### config.mk
export PLATFORM = sky130hd
export DESIGN_NAME = pixel_to_premultiplied_bgra_unit
export DESIGN_NICKNAME = d
export VERILOG_FILES = /design/src/hdl/pbgra_pkg.sv /design/src/hdl/pbgra_cfg.sv /design/src/hdl/pbgra_gather.sv /design/src/hdl/pbgra_premul.sv /design/src/hdl/pixel_to_premultiplied_bgra_unit.sv
export SDC_FILE = /design/constraint.sdc
export NUM_CORES = 1
export LEC_CHECK = 0
export BUFFER_PORTS_ARGS = -buffer_cell sky130_fd_sc_hd__buf_2
export CAP_MARGIN = 20
export CORE_ASPECT_RATIO = 1.4
export CORE_MARGIN = 2
export CORE_UTILIZATION = 40
export CTS_CLUSTER_SIZE = 8
export DETAILED_ROUTE_END_ITERATION = 8
export GPL_TIMING_DRIVEN = 0
export PLACE_DENSITY = 0.68
export SKIP_LAST_GASP = 1
export SLEW_MARGIN = 10
export SYNTH_ARGS = -nofsm -noshare
export SYNTH_HDL_FRONTEND = slang
export SYNTH_SLANG_ARGS = --single-unit
### constraint.sdc
create_clock -name clk -period 7.1 [get_ports clk]
set_clock_uncertainty 0.05 [all_clocks]
set_input_delay 0.71 -clock clk [delete_from_list [all_inputs] [get_ports clk]]
set_output_delay 0.71 -clock clk [all_outputs]
set_load 0.1 [all_outputs]
### src/hdl/pbgra_pkg.sv
// Shared types and constants for the premultiplied BGRA pixel converter.
package pbgra_pkg;

	localparam int PADDR_W = 3;
	localparam int PDATA_W = 32;

	localparam logic [1:0] FMT_RGB  = 2'd0;
	localparam logic [1:0] FMT_RGBA = 2'd1;
	localparam logic [1:0] FMT_GA   = 2'd2;
	localparam logic [1:0] FMT_GRAY = 2'd3;

	localparam logic REG_PIXEL_FORMAT = 1'b0;

	localparam logic [7:0] ALPHA_OPAQUE = 8'hFF;

	typedef struct packed {
		logic [7:0] red;
		logic [7:0] green;
		logic [7:0] blue;
		logic [7:0] alpha;
		logic       last;
	} pix_t;

	typedef struct packed {
		logic accept;
		logic s2_load;
	} flow_t;

endpackage

### src/hdl/pbgra_cfg.sv
// APB register block holding the source pixel format.
module pbgra_cfg (
	input  logic                          clk,
	input  logic                          arst_n,
	input  logic                          psel,
	input  logic                          penable,
	input  logic                          pwrite,
	input  logic [pbgra_pkg::PADDR_W-1:0] paddr,
	input  logic [pbgra_pkg::PDATA_W-1:0] pwdata,
	output logic [pbgra_pkg::PDATA_W-1:0] prdata,
	output logic                          pready,
	output logic [1:0]                    fmt
);
	import pbgra_pkg::*;

	logic [1:0] fmt_q;
	logic       wr_en;

	assign pready = 1'b1;
	assign wr_en  = psel && penable && pwrite && (paddr[2] == REG_PIXEL_FORMAT);

	always_ff @(posedge clk or negedge arst_n) begin
		if (!arst_n) begin
			fmt_q <= FMT_RGB;
		end else if (wr_en) begin
			fmt_q <= pwdata[1:0];
		end
	end

	always_comb begin
		prdata = '0;
		if (paddr[2] == REG_PIXEL_FORMAT) begin
			prdata = {{(PDATA_W-2){1'b0}}, fmt_q};
		end
	end

	assign fmt = fmt_q;

endmodule

### src/hdl/pbgra_gather.sv
// Byte gathering and pixel assembly into the first pipeline register.
module pbgra_gather (
	input  logic                clk,
	input  logic                arst_n,
	input  logic [1:0]          fmt,
	input  pbgra_pkg::flow_t    flow,
	input  logic [7:0]          src_byte,
	input  logic                last_byte,
	output pbgra_pkg::pix_t     pix_s1,
	output logic                valid_s1
);
	import pbgra_pkg::*;

	logic [1:0] pos_q;
	logic [7:0] held_q [3];
	logic [2:0] bpp;
	logic       complete;
	pix_t       pix;

	always_comb begin
		case (fmt)
			FMT_RGB:  bpp = 3'd3;
			FMT_RGBA: bpp = 3'd4;
			FMT_GA:   bpp = 3'd2;
			FMT_GRAY: bpp = 3'd1;
			default:  bpp = 3'd1;
		endcase
	end

	assign complete = ({1'b0, pos_q} + 3'd1) >= bpp;

	always_comb begin
		pix.last = last_byte;
		case (fmt)
			FMT_RGB: begin
				pix.red   = held_q[0];
				pix.green = held_q[1];
				pix.blue  = src_byte;
				pix.alpha = ALPHA_OPAQUE;
			end
			FMT_RGBA: begin
				pix.red   = held_q[0];
				pix.green = held_q[1];
				pix.blue  = held_q[2];
				pix.alpha = src_byte;
			end
			FMT_GA: begin
				pix.red   = held_q[0];
				pix.green = held_q[0];
				pix.blue  = held_q[0];
				pix.alpha = src_byte;
			end
			default: begin
				pix.red   = src_byte;
				pix.green = src_byte;
				pix.blue  = src_byte;
				pix.alpha = ALPHA_OPAQUE;
			end
		endcase
	end

	always_ff @(posedge clk or negedge arst_n) begin
		if (!arst_n) begin
			pos_q    <= 2'd0;
			valid_s1 <= 1'b0;
		end else begin
			if (flow.accept) begin
				if (complete || last_byte) begin
					pos_q <= 2'd0;
				end else begin
					pos_q <= pos_q + 2'd1;
				end
			end
			if (flow.accept && complete) begin
				valid_s1 <= 1'b1;
			end else if (flow.s2_load) begin
				valid_s1 <= 1'b0;
			end
		end
	end

	always_ff @(posedge clk) begin
		if (flow.accept && !complete && !last_byte) begin
			case (pos_q)
				2'd0:    held_q[0] <= src_byte;
				2'd1:    held_q[1] <= src_byte;
				2'd2:    held_q[2] <= src_byte;
				default: held_q[2] <= held_q[2];
			endcase
		end
		if (flow.accept && complete) begin
			pix_s1 <= pix;
		end
	end

endmodule

### src/hdl/pbgra_premul.sv
// Alpha premultiply of the three colour channels into the result register.
module pbgra_premul (
	input  logic            clk,
	input  logic            arst_n,
	input  pbgra_pkg::flow_t flow,
	input  pbgra_pkg::pix_t pix_s1,
	input  logic            pix_stall,
	output logic            pix_valid,
	output pbgra_pkg::pix_t pix_s2
);
	import pbgra_pkg::*;

	function automatic logic [7:0] premul(input logic [7:0] c, input logic [7:0] a);
		logic [15:0] x;
		logic [15:0] y;
		x = ({8'd0, c} * {8'd0, a}) + 16'd127;
		y = x + 16'd1 + {8'd0, x[15:8]};
		return y[15:8];
	endfunction

	always_ff @(posedge clk or negedge arst_n) begin
		if (!arst_n) begin
			pix_valid <= 1'b0;
		end else if (flow.s2_load) begin
			pix_valid <= 1'b1;
		end else if (!pix_stall) begin
			pix_valid <= 1'b0;
		end
	end

	always_ff @(posedge clk) begin
		if (flow.s2_load) begin
			pix_s2.red   <= premul(pix_s1.red, pix_s1.alpha);
			pix_s2.green <= premul(pix_s1.green, pix_s1.alpha);
			pix_s2.blue  <= premul(pix_s1.blue, pix_s1.alpha);
			pix_s2.alpha <= pix_s1.alpha;
			pix_s2.last  <= pix_s1.last;
		end
	end

endmodule

### src/hdl/pixel_to_premultiplied_bgra_unit.sv
// Top level of the premultiplied BGRA pixel converter.
//
//   channel   | handshake              | payload
//   ----------+------------------------+----------------------------------------
//   source    | src_valid / src_stall  | src_byte, last_byte
//   result    | pix_valid / pix_stall  | out_blue, out_green, out_red, out_alpha,
//             |                        | last_pixel
//   config    | APB, pready always 1   | pixel_format at address 0
//
// One byte is taken every cycle unless src_stall is high. A completed pixel is
// registered first for assembly, then for the premultiply multipliers.
// Reset clears the byte position, the format (RGB) and both valid flags.
// A stall on the result side holds the result register and stalls the source side
// only when the assembly register is full and cannot advance.
module pixel_to_premultiplied_bgra_unit (
	input  logic                          clk,
	input  logic                          arst_n,
	input  logic                          psel,
	input  logic                          penable,
	input  logic                          pwrite,
	input  logic [pbgra_pkg::PADDR_W-1:0] paddr,
	input  logic [pbgra_pkg::PDATA_W-1:0] pwdata,
	output logic [pbgra_pkg::PDATA_W-1:0] prdata,
	output logic                          pready,
	input  logic                          src_valid,
	output logic                          src_stall,
	input  logic [7:0]                    src_byte,
	input  logic                          last_byte,
	output logic                          pix_valid,
	input  logic                          pix_stall,
	output logic [7:0]                    out_blue,
	output logic [7:0]                    out_green,
	output logic [7:0]                    out_red,
	output logic [7:0]                    out_alpha,
	output logic                          last_pixel
);
	import pbgra_pkg::*;

	logic [1:0] fmt;
	flow_t      flow;
	pix_t       pix_s1;
	pix_t       pix_s2;
	logic       valid_s1;

	assign flow.s2_load = valid_s1 && (!pix_valid || !pix_stall);
	assign src_stall    = valid_s1 && !flow.s2_load;
	assign flow.accept  = src_valid && !src_stall;

	pbgra_cfg u_cfg (
		.clk     (clk),
		.arst_n  (arst_n),
		.psel    (psel),
		.penable (penable),
		.pwrite  (pwrite),
		.paddr   (paddr),
		.pwdata  (pwdata),
		.prdata  (prdata),
		.pready  (pready),
		.fmt     (fmt)
	);

	pbgra_gather u_gather (
		.clk       (clk),
		.arst_n    (arst_n),
		.fmt       (fmt),
		.flow      (flow),
		.src_byte  (src_byte),
		.last_byte (last_byte),
		.pix_s1    (pix_s1),
		.valid_s1  (valid_s1)
	);

	pbgra_premul u_premul (
		.clk       (clk),
		.arst_n    (arst_n),
		.flow      (flow),
		.pix_s1    (pix_s1),
		.pix_stall (pix_stall),
		.pix_valid (pix_valid),
		.pix_s2    (pix_s2)
	);

	assign out_blue   = pix_s2.blue;
	assign out_green  = pix_s2.green;
	assign out_red    = pix_s2.red;
	assign out_alpha  = pix_s2.alpha;
	assign last_pixel = pix_s2.last;

	a_stall_full: assert property (@(posedge clk) disable iff (!arst_n)
		src_stall |-> (valid_s1 && pix_valid && pix_stall))
		else $error("source stalled without a full pipeline");

	a_gray_completes: assert property (@(posedge clk) disable iff (!arst_n)
		(flow.accept && fmt == FMT_GRAY) |=> valid_s1)
		else $error("gray byte did not complete a pixel");

	a_load_valid: assert property (@(posedge clk) disable iff (!arst_n)
		flow.s2_load |=> pix_valid)
		else $error("result register loaded without valid");

endmodule
# After elaboration in Yosys (flattened, before gate mapping)
# Memories as Yosys holds them, arrays and structs flattened.
# Index checks and enable logic that the tools add are counted.
[word_totals]
regBits = 72
input_bits = 51
memories = 1
out_inout_bits = 68
mem_bits_rw = 24
[op_classes]
reduce_logical = 23
n_mul = 3
n_mux = 27
n_eq_ne = 6
bitwise = 2
n_lt_le_gt_ge = 1
add_sub_neg = 11
[memory_table]
columns = ["name", "words", "word_bits", "rd", "rd_clocked_by_memory_dff", "wr", "line", "text"]
rows = [
  ["u_gather.held_q", 3, 8, 3, 0, 1, "pbgra_gather.sv:15", "logic [7:0] held_q [3];"],
]
[ops]
columns = ["cell", "count"]
rows = [
  ["case mux 32 bit (3 select lines)", 1],
  ["adder 16 x 1 -> 16 bit, second input constant", 3],
  ["adder 16 x 7 -> 16 bit, second input constant", 3],
  ["adder 16 x 8 -> 16 bit", 3],
  ["multiplier 8 x 8 -> 16 bit", 3],
  ["2-to-1 mux 8 bit", 3],
  ["2-to-1 mux 1 bit", 18],
  ["OR reduction 8 bit", 2],
  ["case mux 3 bit (4 select lines)", 1],
  ["logical AND 1 bit", 9],
  ["2-to-1 mux 2 bit", 4],
  ["== test 2 bit, second input constant", 3],
  ["logical NOT 1 bit", 6],
  ["== test 2 x 1 -> 1 bit, second input constant", 2],
  ["logical NOT 2 bit", 2],
  ["adder 2 x 1 -> 3 bit, second input constant", 1],
  ["greater-or-equal comparator 3 bit", 1],
  ["OR reduction 3 bit", 1],
  ["adder 2 x 1 -> 2 bit, second input constant", 1],
  ["logical OR 1 bit", 2],
  ["inequality test 2 x 1 -> 1 bit, second input constant", 1],
  ["nonzero test 2 bit", 1],
  ["inverter 1 bit", 1],
  ["OR 1 bit", 1],
]

# Longest topological paths before layout
# Gate-level depths: netlist of the first run.
[depth]
word_depth = 14
mapped_depth = 24

# Hierarchy
# A second synthesis of the first run with hierarchy kept.
[unflattened]
hier_cells = 1192
area_unflattened_um2 = 11945.2
[by_module_without_submodules]
columns = ["module", "instances", "cells_per_inst", "seq_area_each_um2", "area_each_um2"]
rows = [
  ["pbgra_premul", 1, 975, 1016.0, 8987.4],
  ["pbgra_gather", 1, 174, 1786.7, 2568.7],
  ["pbgra_cfg", 1, 40, 50.0, 361.6],
  ["pixel_to_premultiplied_bgra_unit", 1, 3, 0.0, 27.5],
]

# Worst setup path before layout of the first run
# OpenSTA, ideal clock, no wires.
[synth_timing]
path_type = "flip-flop to flip-flop"
start = "register, netlist name u_gather.pix_s1[1]"
end = "register, netlist name u_premul.pix_s2[15]"
setup_ns = 0.203
setup_slack_ns = 0.624
path_stages_with_launch = 23
arrival_time_ns = 6.223
t_required_ns = 6.847
cell_sequence = "edfxtp_1 > clkbuf_1 > nand2_1 > fa_1 > inv_1 > fa_1 > fa_1 > inv_1 > fa_1 > inv_1 > ha_1 > o211ai_1 > o211ai_1 > a31o_2 > a311oi_2 > inv_1 > ha_1 > a21boi_0 > a31oi_1 > maj3_1 > o21bai_1 > mux2_2 > a2111oi_1"
[synth_between]
elab_chain_len = 4
[synth_lines]
columns = ["item", "line", "text"]
rows = [
  ["multiplier 8 x 8 -> 16 bit *", "pbgra_premul.sv:16", "x = ({8'd0, c} * {8'd0, a}) + 16'd127;"],
  ["adder 16 x 7 -> 16 bit *", "pbgra_premul.sv:16", ""],
  ["adder 16 x 1 -> 16 bit", "pbgra_premul.sv:17", "y = x + 16'd1 + {8'd0, x[15:8]};"],
  ["adder 16 x 8 -> 16 bit *", "pbgra_premul.sv:17", ""],
]
# Every way passes the cells marked *; elsewhere a longest branch is shown, timed or not.
# A chain may end at the register's enable or synchronous reset.

# Worst setup path in the final report of the first run
[layout_timing]
start = "register, netlist name u_gather.pix_s1[8]"
end = "register, netlist name u_premul.pix_s2[15]"
[layout_between]
elab_chain_len = 4
[layout_lines]
columns = ["item", "line"]
rows = [
  ["multiplier 8 x 8 -> 16 bit *", "pbgra_premul.sv:16"],
  ["adder 16 x 7 -> 16 bit *", "pbgra_premul.sv:16"],
  ["adder 16 x 1 -> 16 bit", "pbgra_premul.sv:17"],
  ["adder 16 x 8 -> 16 bit *", "pbgra_premul.sv:17"],
]
# Marks and branches as above.

==> results of run 1 <==
==> per-layer routing <==
layer / vias to the layer above / share of wire
li1: 4307 / -
met1: 4312 / 0.40
met2: 192 / 0.52
met3: 58 / 0.035
met4: 0 / 0.038
met5: - / 0
==> cells by family after synthesis <==
family | share of synthesized area
other | 0.0006249
AOI/OAI and AO/OA | 0.1082
adders and majority gates | 0.3482
buffers and inverters | 0.08693
muxes | 0.01052
and+or+nand+nor | 0.1686
xor gates and xnor gates | 0.03967
DFF | 0.2374
==> worst paths after layout <==
path,start,end,slack (ns),cells past startpoint
min in group clk,u_gather.pix_s1[0],u_premul.pix_s2[0],0.38,0
worst max-delay path,u_gather.pix_s1[8],u_premul.pix_s2[15],0.21,22
worst min register to register,u_gather.pix_s1[0],u_premul.pix_s2[0],0.38,0
max in group asynchronous,arst_n,u_premul.pix_valid,6.75,1
worst min-delay path,arst_n,u_cfg.fmt[0],0.1,1
worst max register to register,u_gather.pix_s1[8],u_premul.pix_s2[15],0.21,22
==> state kept, by name, summed over array words and instances (netlist names) <==
name	flops
u_premul.pix_s2	33
u_cfg.fmt	2
u_premul.pix_valid	1
u_gather.pix_s1	33
u_gather.held_q	24
u_gather.pos_q	2
u_gather.valid_s1	1
==> per-stage QoR <==
stage / util / instance area (sq um) / worst slack, ns
6_report: 0.4508 / 13410 / 0.2099
2_1_floorplan: - / 12130 / 0.6237
3_3_place_gp: 0.4331 / 12880 / -0.5888
4_1_cts: 0.4484 / 13340 / 0.04083
5_1_grt: 0.4508 / 13410 / -0.1549
3_5_place_dp: 0.4351 / 12940 / -0.6034
==> area by class of cell <==
| type | instances | area, sq um |
|---|---|---|
| clock buffers | 9 | 225.2 |
| well taps | 385 | 481.7 |
| plain buffers | 62 | 372.9 |
| fillers | 2832 | 16340 |
| clock inverters | 7 | 85.08 |
| repair buffers | 68 | 397.9 |
| multi-input cells | 928 | 8303 |
| flip-flops and latches | 96 | 2853 |
| inverters | 184 | 690.7 |
==> critical path: cells and delay by family (launching register included) <==
| kind | cells | cell delay, ns |
|---|---|---|
| AOI/OAI and AO/OA | 8 | 2.02 |
| adders and majority gates | 7 | 2.97 |
| buffers and inverters | 5 | 0.62 |
| DFF | 1 | 0.54 |
| muxes | 1 | 0.37 |
| and+or+nand+nor | 1 | 0.10 |
==> synth_stat cells, types with 6 or more instances <==
master and count:
nand4_1 8, nand3_1 14, and2_1 127, mux2i_1 7, xor2_1 21, buf_4 31
dfrtp_1 6, o21ai_0 32, ha_1 132, a22oi_1 16, clkbuf_1 29, a211oi_1 15
edfxtp_1 90, a21o_1 29, o211ai_1 7, nand2b_1 9, nor4_1 6, nor2b_1 7
or2_2 6, inv_1 184, fa_1 126, nor3_1 13, a31oi_1 7, nor2_1 35
a21oi_1 36, o21a_1 7, xnor2_1 28, nand2_1 128
==> repair_timing <==
item	4_1_cts	5_1_grt
endpoints found under the setup margin	8	22
resized for setup	15	14
pin swaps	1	2
setup buffers	7	4
==> placed cells by master, fill, tap and decap left out, types with 5 or more instances in the layout <==
master	count
ha_1	132
dfrtp_1	6
o21a_1	7
a21o_1	29
o21ai_0	31
nand3_1	14
clkbuf_2	12
buf_2	56
inv_1	184
nor2_1	35
nand4_1	8
xor2_1	20
clkbuf_16	9
and2_1	127
a21oi_1	36
mux2_2	5
conb_1	31
mux2i_1	7
fa_1	126
nand2_1	128
nor3_1	12
buf_4	43
a211oi_1	14
edfxtp_1	90
clkbuf_1	14
nor2b_1	6
nor4_1	6
or3_1	5
or2_2	6
a22oi_1	16
nand2b_1	9
xnor2_1	27
a31oi_1	7
o211ai_1	7
==> flow_metrics.tcl, run 1 <==
set metrics [dict create \
    clock_latency_ns 0.38 \
    cts_tree "done" \
    num_antenna_cells 0 \
    syn_to_final_growth_pct 11.58 \
    totalWireLength_um 26240 \
    crit_chain "clkbuf_2 -> nand2_1 -> fa_1 -> fa_1 -> inv_1 -> fa_1 -> inv_1 -> fa_1 -> inv_1 -> ha_1 -> o211ai_1 -> o211ai_1 -> a311oi_1 -> a311oi_4 -> inv_1 -> ha_1 -> a21boi_0 -> a31oi_1 -> maj3_1 -> o21bai_2 -> mux2_2 -> a2111oi_2" \
    gp_congestion 0.8409 \
    yosysSeqAreaShare 0.2374 \
    placedCellCount 1713 \
    grt_pass1_wl_um 44190 \
    die_area_sq_um 31470 \
    grt_max_degree 33 \
    wire_per_inst_um 15.09 \
    antenna_found_initial 0 \
    synth_edf_count 90 \
    critPathMaxStageDelay_ns 0.54 \
    whs_ns 0.09689 \
    vias 8869 \
    initial_utilization 0.4040 \
    synth_area_sq_um 12020 \
    synth_area_leaders "edfxtp_1 (22%), fa_1 (21%), ha_1 (14%), and2_1 (6.6%), inv_1 (5.7%)" \
    met2_usage 0.3212 \
    crit_path_top_delay_cell "edfxtp_1" \
    slew-limit-headroom 0.6185 \
    cp.arrival_ns 7.02 \
    status "complete, no violations" \
    maxCapViolCount 0 \
    ys_warn_count 0 \
    cts.hold.buffers_added 0 \
    setup_tns_ns 0 \
    grt_overflow 0 \
    finalHoldViolations 0 \
    cp-start-kind "flip-flop" \
    firstDrtPassIters 7 \
    grt_usage 0.1768 \
    yosysTopAreaCellShare 0.2249 \
    clk_pin_slew_ns 0.08 \
    port_buffers 55 \
    yosysTopAreaCell "edfxtp_1" \
    final_cells 1739 \
    worst-setup-path-type "flip-flop to flip-flop" \
    grtUsageMet1 0.2002 \
    clockBufferDepth 2 \
    end_kind "flip-flop" \
    synthCells 1242 \
    drive_gt1_frac 0.1160 \
    max_freq_mhz 145.1 \
    ios 119 \
    viasPerCell 5.100 \
    required_ns 7.23 \
    avgSynthCellArea_sq_um 9.676 \
    grt.busiest_layer "met2" \
    fin_crit_sh 0.9704 \
    setup_viol 0 \
    core-area_sq_um 29750 \
    first_global_vias 9311 \
    root_buffer "clkbuf_16" \
    drv_slew 0 \
    synthArstFlopShare 0.06250 \
    cts_buffers 9 \
    min_period_ns 6.890 \
    ys_ff_latch 96 \
    fp.dieH_um 209.1 \
    dp_hpwl_um 21110 \
    clock_sinks 96 \
    ys_types 71 \
    worst_pin_slew_ns 0.5681 \
    first_iter_violations 393 \
    antenna_left 0 \
    rsz0062_at_grt "true" \
    grt_use_met3 0.02489 \
    h-tree-depth 3 \
    synthFlopType "edfxtp_1" \
    nets 1658 \
    crit_fanout 10 \
    hold_class "input port to asynchronous set/reset pin" \
    rows 75 \
    die_x_um 150.5 \
    drc 0 \
]
Power of run 1 is left out: the tool's default activity adds up to more than one toggle a clock period on the data nets, which glitch-free logic cannot reach.
==> run 2: changes to the inputs <==
--- a/config.mk
+++ b/config.mk
@@ -14,6 +14,7 @@
 export DETAILED_ROUTE_END_ITERATION = 8
 export GPL_TIMING_DRIVEN = 0
 export PLACE_DENSITY = 0.68
+export RECOVER_POWER = 100
 export SKIP_LAST_GASP = 1
 export SLEW_MARGIN = 10
 export SYNTH_ARGS = -nofsm -noshare
==> run 2 against run 1 <==
The run now ends with capacitance limit, slew limit left. Critical path depth unchanged. Global-route usage unchanged. Via count down 0.16%. Non-clock buffer count unchanged. Die area unchanged. Highest routed layer unchanged.
==> flow_metrics.tcl, run 2 (same netlist as run 1, synthesis figures left out) <==
set metrics [dict create \
    status "complete, but fails checks" \
    violations "capacitance limit, slew limit" \
    nets 1658 \
    gp_congestion 0.8409 \
    firstDrtPassIters 5 \
    cp.arrival_ns 7.02 \
    ff2ff_path_depth 22 \
    vias 8855 \
    cts_tree "done" \
    h-tree-depth 3 \
    regArea_sq_um 2853 \
    antenna_left 0 \
    slew-limit-headroom -0.3160 \
    r2r_start "u_gather.pix_s1[8]" \
    ios 119 \
    hold_class "input port to asynchronous set/reset pin" \
    grt_max_degree 33 \
    drv_slew 46 \
    crit_path_end "u_premul.pix_s2[15]" \
    finalHoldViolations 0 \
    die_area_sq_um 31470 \
    drc 0 \
    drive_gt1_frac 0.07459 \
    final_cell_mix "inv_1 (184), ha_1 (132), nand2_1 (128)" \
    rows 75 \
    grt_pass1_wl_um 44190 \
    maxCapViolCount 2 \
    antenna_found_initial 0 \
    worst-setup-path-type "flip-flop to flip-flop" \
    post-route-util 0.4466 \
    first_iter_violations 356 \
    totalWireLength_um 26210 \
    viasPerCell 5.092 \
    wire_per_inst_um 15.07 \
    clock_latency_ns 0.38 \
    num_antenna_cells 0 \
    min_period_ns 6.887 \
    multi_input_area_sq_um 8284 \
    final_common_cell "inv_1" \
    setup_viol 0 \
    crit_start "u_gather.pix_s1[8]" \
    grt_overflow 0 \
    core-area_sq_um 29750 \
    cts_buffers 9 \
    clk_pin_slew_ns 0.08 \
    end_kind "flip-flop" \
    worst_pin_slew_ns 1.956 \
    clockBufferDepth 2 \
    first_global_vias 9311 \
    fp.dieH_um 209.1 \
    cp-start-kind "flip-flop" \
    required_ns 7.23 \
    fin_crit_sh 0.9700 \
    crit_fanout 10 \
    initial_utilization 0.4040 \
    r2r_end "u_premul.pix_s2[15]" \
    grt_usage 0.1768 \
    reg2reg_slack_ns 0.21 \
    syn_to_final_growth_pct 10.55 \
    nFillCells 2853 \
    reg_top3 "u_gather.pix_s1 x33, u_premul.pix_s2 x33, u_gather.held_q x24" \
    die_x_um 150.5 \
    rsz0062_at_grt "true" \
    cts.hold.buffers_added 0 \
    max_freq_mhz 145.2 \
    clock_sinks 96 \
    dp_hpwl_um 21110 \
    port_buffers 55 \
    root_buffer "clkbuf_16" \
]
-- run 2: through the flow --
step / worst slack (ns) / hold WS, ns / TNS (ns) / instances / area, sq um
floorplan: 0.6237 / 0.3503 / 0 / 1271 / 12130
global placement: -0.5888 / 0.3532 / -0.9504 / 1711 / 12880
detailed placement: -0.6034 / 0.3658 / -1.113 / 1713 / 12940
CTS: 0.04083 / 0.08837 / 0 / 1736 / 13340
global route: -0.1549 / 0.1679 / -0.5786 / 1739 / 13290
finish: 0.2127 / 0.1540 / 0 / 1739 / 13290
-- run 2: metal layers --
layer  GRT usage  up-vias  wire length [um]
met5           0        -                 0
met1      0.2002     4305             10580
li1            -     4303                 -
met4     0.08491        0               942
met3     0.02489       54               909
met2      0.3212      193             13780
-- run 2: area by class of cell --
cell class,instances,area share
inverter,184,0.05199
clock buffer,9,0.01695
buffer,62,0.02807
sequential,96,0.2147
clock inverter,7,0.006404
multi-input combinational,928,0.6236
timing repair buffer,68,0.02204
tap,385,0.03626
-- run 2: worst min path at each step --
stage / slack, ns / endpoint / cells past startpoint
2_1_floorplan: 0.35 / u_premul.pix_s2[0] / 0
3_3_place_gp: 0.35 / u_premul.pix_s2[0] / 0
3_5_place_dp: 0.37 / u_premul.pix_s2[0] / 0
4_1_cts: 0.09 / u_gather.pos_q[1] / 1
5_1_grt: 0.17 / u_cfg.fmt[0] / 1
6_report: 0.15 / u_cfg.fmt[0] / 1
-- run 2: timing repair --
item	4_1_cts	5_1_grt
gates resized for setup	15	14
setup endpoints to repair	8	22
pin swaps	1	2
setup buffers	7	4
-- run 2: critical path, stage by stage, from the launching register on --
cell	delay, ns
edfxtp_1	0.54
clkbuf_2	0.32
nand2_1	0.10
fa_1	0.48
fa_1	0.50
inv_1	0.06
fa_1	0.49
inv_1	0.05
fa_1	0.47
inv_1	0.04
ha_1	0.34
o211ai_1	0.14
o211ai_1	0.41
a311oi_1	0.21
a311oi_4	0.36
inv_1	0.15
ha_1	0.29
a21boi_0	0.17
a31oi_1	0.16
maj3_1	0.40
o21bai_2	0.22
mux2_2	0.37
a2111oi_2	0.36
Power of run 2 is left out for the same reason.
==> run 3: changes to the inputs <==
--- a/config.mk
+++ b/config.mk
@@ -19,4 +19,5 @@
 export SLEW_MARGIN = 10
 export SYNTH_ARGS = -nofsm -noshare
 export SYNTH_HDL_FRONTEND = slang
+export SYNTH_HIERARCHICAL = 1
 export SYNTH_SLANG_ARGS = --single-unit
==> run 3 against run 2 <==
The run now ends clean. Critical path depth rose by 4. Flip-flop and latch count did not move. Final cell count fell by 3.1%. Utilization rose by 0.70 points. Hold slack improved by 0.0063 ns. Maximum frequency rose by 1.4%. Count of clock-buffer cells in the layout did not move. Final area fell by 0.11%. Worst setup slack improved by 0.096 ns.
==> flow_metrics.tcl, run 3 <==
set metrics [dict create \
    min_period_ns 6.791 \
    synth.most_common_cell "inv_1" \
    fp.dieH_um 208.5 \
    grt_usage 0.1703 \
    rows 74 \
    dp_hpwl_um 20390 \
    ys_ff_latch 96 \
    avgSynthCellArea_sq_um 10.02 \
    rsz0062_at_grt "true" \
    end_kind "flip-flop" \
    first_iter_violations 404 \
    viasPerCell 5.100 \
    clock_sinks 96 \
    setup_viol 0 \
    grt_max_degree 34 \
    drv_slew 0 \
    fin_crit_sh 0.9565 \
    worst-setup-path-type "flip-flop to flip-flop" \
    core-area_sq_um 29260 \
    grt_pass1_wl_um 42460 \
    port_buffers 55 \
    cts.hold.buffers_added 0 \
    antenna_found_initial 0 \
    cts_buffers 9 \
    slew-limit-headroom 0.4145 \
    synthTopCellsByCount "inv_1 (182), ha_1 (133), and2_1 (127), fa_1 (126), nand2_1 (108)" \
    yosysTopAreaCellShare 0.2262 \
    placedCellCount 1657 \
    synth_area_leaders "edfxtp_1 (23%), fa_1 (21%), ha_1 (14%), and2_1 (6.7%), inv_1 (5.7%)" \
    reg_top3 "u_gather/pix_s1 x33, u_premul/pix_s2 x33, u_gather/held_q x24" \
    final_common_cell "inv_1" \
    antenna_left 0 \
    nets 1610 \
    cp.arrival_ns 6.85 \
    synth_edf_count 90 \
    die_area_sq_um 31280 \
    cp-start-kind "flip-flop" \
    wire_per_inst_um 14.99 \
    status "complete, no violations" \
    max_freq_mhz 147.3 \
    hold_class "input port to asynchronous set/reset pin" \
    syn_to_final_growth_pct 11.09 \
    yosysSeqAreaShare 0.2388 \
    clockBufferDepth 2 \
    root_buffer "clkbuf_16" \
    synthFlopType "edfxtp_1" \
    first_global_vias 8935 \
    totalWireLength_um 25250 \
    gp_congestion 0.8432 \
    final_cells 1685 \
    finalHoldViolations 0 \
    synthArstFlopShare 0.06250 \
    maxCapViolCount 0 \
    clk_pin_slew_ns 0.08 \
    ys_warn_count 6 \
    whs_ns 0.1603 \
    yosysTopAreaCell "edfxtp_1" \
    required_ns 7.16 \
    crit_fanout 10 \
    ys_types 89 \
    drc 0 \
    clock_latency_ns 0.38 \
    vias 8594 \
    ios 119 \
    grt_overflow 0 \
    synthCells 1192 \
    final_cell_mix "inv_1 (182), ha_1 (133), and2_1 (127)" \
    die_x_um 150.1 \
    num_antenna_cells 0 \
    worst_pin_slew_ns 0.8762 \
    reg2reg_slack_ns 0.31 \
    cts_tree "done" \
    initial_utilization 0.4083 \
    firstDrtPassIters 5 \
    drive_gt1_frac 0.1318 \
    synth_area_sq_um 11950 \
    h-tree-depth 3 \
]
-- run 3: changes by cell type after synthesis, moves of 5 or more --
cell | before | now
mux2_2 | 5 | 0
xnor2_1 | 28 | 42
a211oi_1 | 15 | 5
a22o_1 | 1 | 9
nand2_1 | 128 | 108
mux2i_1 | 7 | 2
a21oi_1 | 36 | 27
clkbuf_1 | 29 | 19
buf_6 | 0 | 6
nor2_1 | 35 | 27
-- run 3: worst paths after layout --
check | start | to | cells past startpoint
hold reg to reg | u_gather/pix_s1[0] | u_premul/pix_s2[0] | 0
hold / removal | arst_n | u_cfg/fmt[0] | 1
setup / recovery | u_gather/pix_s1[6] | u_premul/pix_s2[30] | 26
min in group clk | u_gather/pix_s1[0] | u_premul/pix_s2[0] | 0
max in group asynchronous | arst_n | u_cfg/fmt[1] | 1
setup reg to reg | u_gather/pix_s1[6] | u_premul/pix_s2[30] | 26
-- run 3: area by class of cell --
class,instances,area (sq um)
fillers,2799,15990
multi-input cells,882,8167
flip-flops and latches,96,2853
inverters,182,683.2
well taps,380,475.5
plain buffers,61,421.7
repair buffers,68,374.1
clock buffers,9,225.2
clock inverters,7,71.32
-- run 3: worst max-delay path, cell delays in order, from the launching register on --
cell      delay (ns)
edfxtp_1        0.52
clkbuf_1        0.30
and2_1          0.23
fa_1            0.56
fa_1            0.43
fa_1            0.49
inv_1           0.05
fa_1            0.47
inv_1           0.04
ha_1            0.26
buf_2           0.18
nand4_1         0.16
nor4b_2         0.41
nor2_1          0.14
a21boi_0        0.24
o21ai_0         0.12
nand2b_1        0.08
a21oi_1         0.07
xnor2_1         0.31
ha_1            0.31
or2_2           0.31
nand2_1         0.13
nor2_1          0.05
a41o_1          0.21
a21o_4          0.21
nand4_2         0.09
xnor2_1         0.07
-- run 3: routing by layer --
metal	global-route usage	up-vias	part of all wire
met3	0.02544	43	0.036
li1	-	4144	-
met4	0.06669	0	0.027
met5	0	-	0
met2	0.3100	200	0.53
met1	0.1981	4207	0.41
-- run 3: metrics by stage --
stage / instance area, sq um / worst slack [ns] / TNS [ns] / utilization
5_1_grt: 13270 / -0.06025 / -0.1105 / 0.4536
6_report: 13270 / 0.3088 / 0 / 0.4536
3_5_place_dp: 12850 / -0.1866 / -1.000 / 0.4392
3_3_place_gp: 12800 / -0.09797 / -0.3258 / 0.4377
2_1_floorplan: 12050 / 0.8923 / 0 / -
4_1_cts: 13170 / -0.001002 / -0.001002 / 0.4501
-- run 3: cells by family (layout without fill, tap and decap cells) --
family | Yosys count | count (layout) | synth area share
fa+ha+maj | 262 | 262 | 0.3530
buf+inv | 243 | 327 | 0.09039
compound gates | 179 | 179 | 0.1103
flops | 96 | 96 | 0.2388
mux | 4 | 4 | 0.004190
simple gates | 346 | 346 | 0.1581
xor+xnor | 60 | 60 | 0.04462
other cells | 2 | 31 | 0.0006287
-- run 3: timing repair --
| action | CTS | global route |
|---|---|---|
| endpoints found under the setup margin | 11 | 17 |
| resized for setup | 6 | 28 |
| gates cloned | 0 | 0 |
| pin swaps | 0 | 1 |
| hold endpoints to repair | 0 | 0 |
| buffers inserted | 2 | 10 |
Power of run 3 is left out for the same reason.
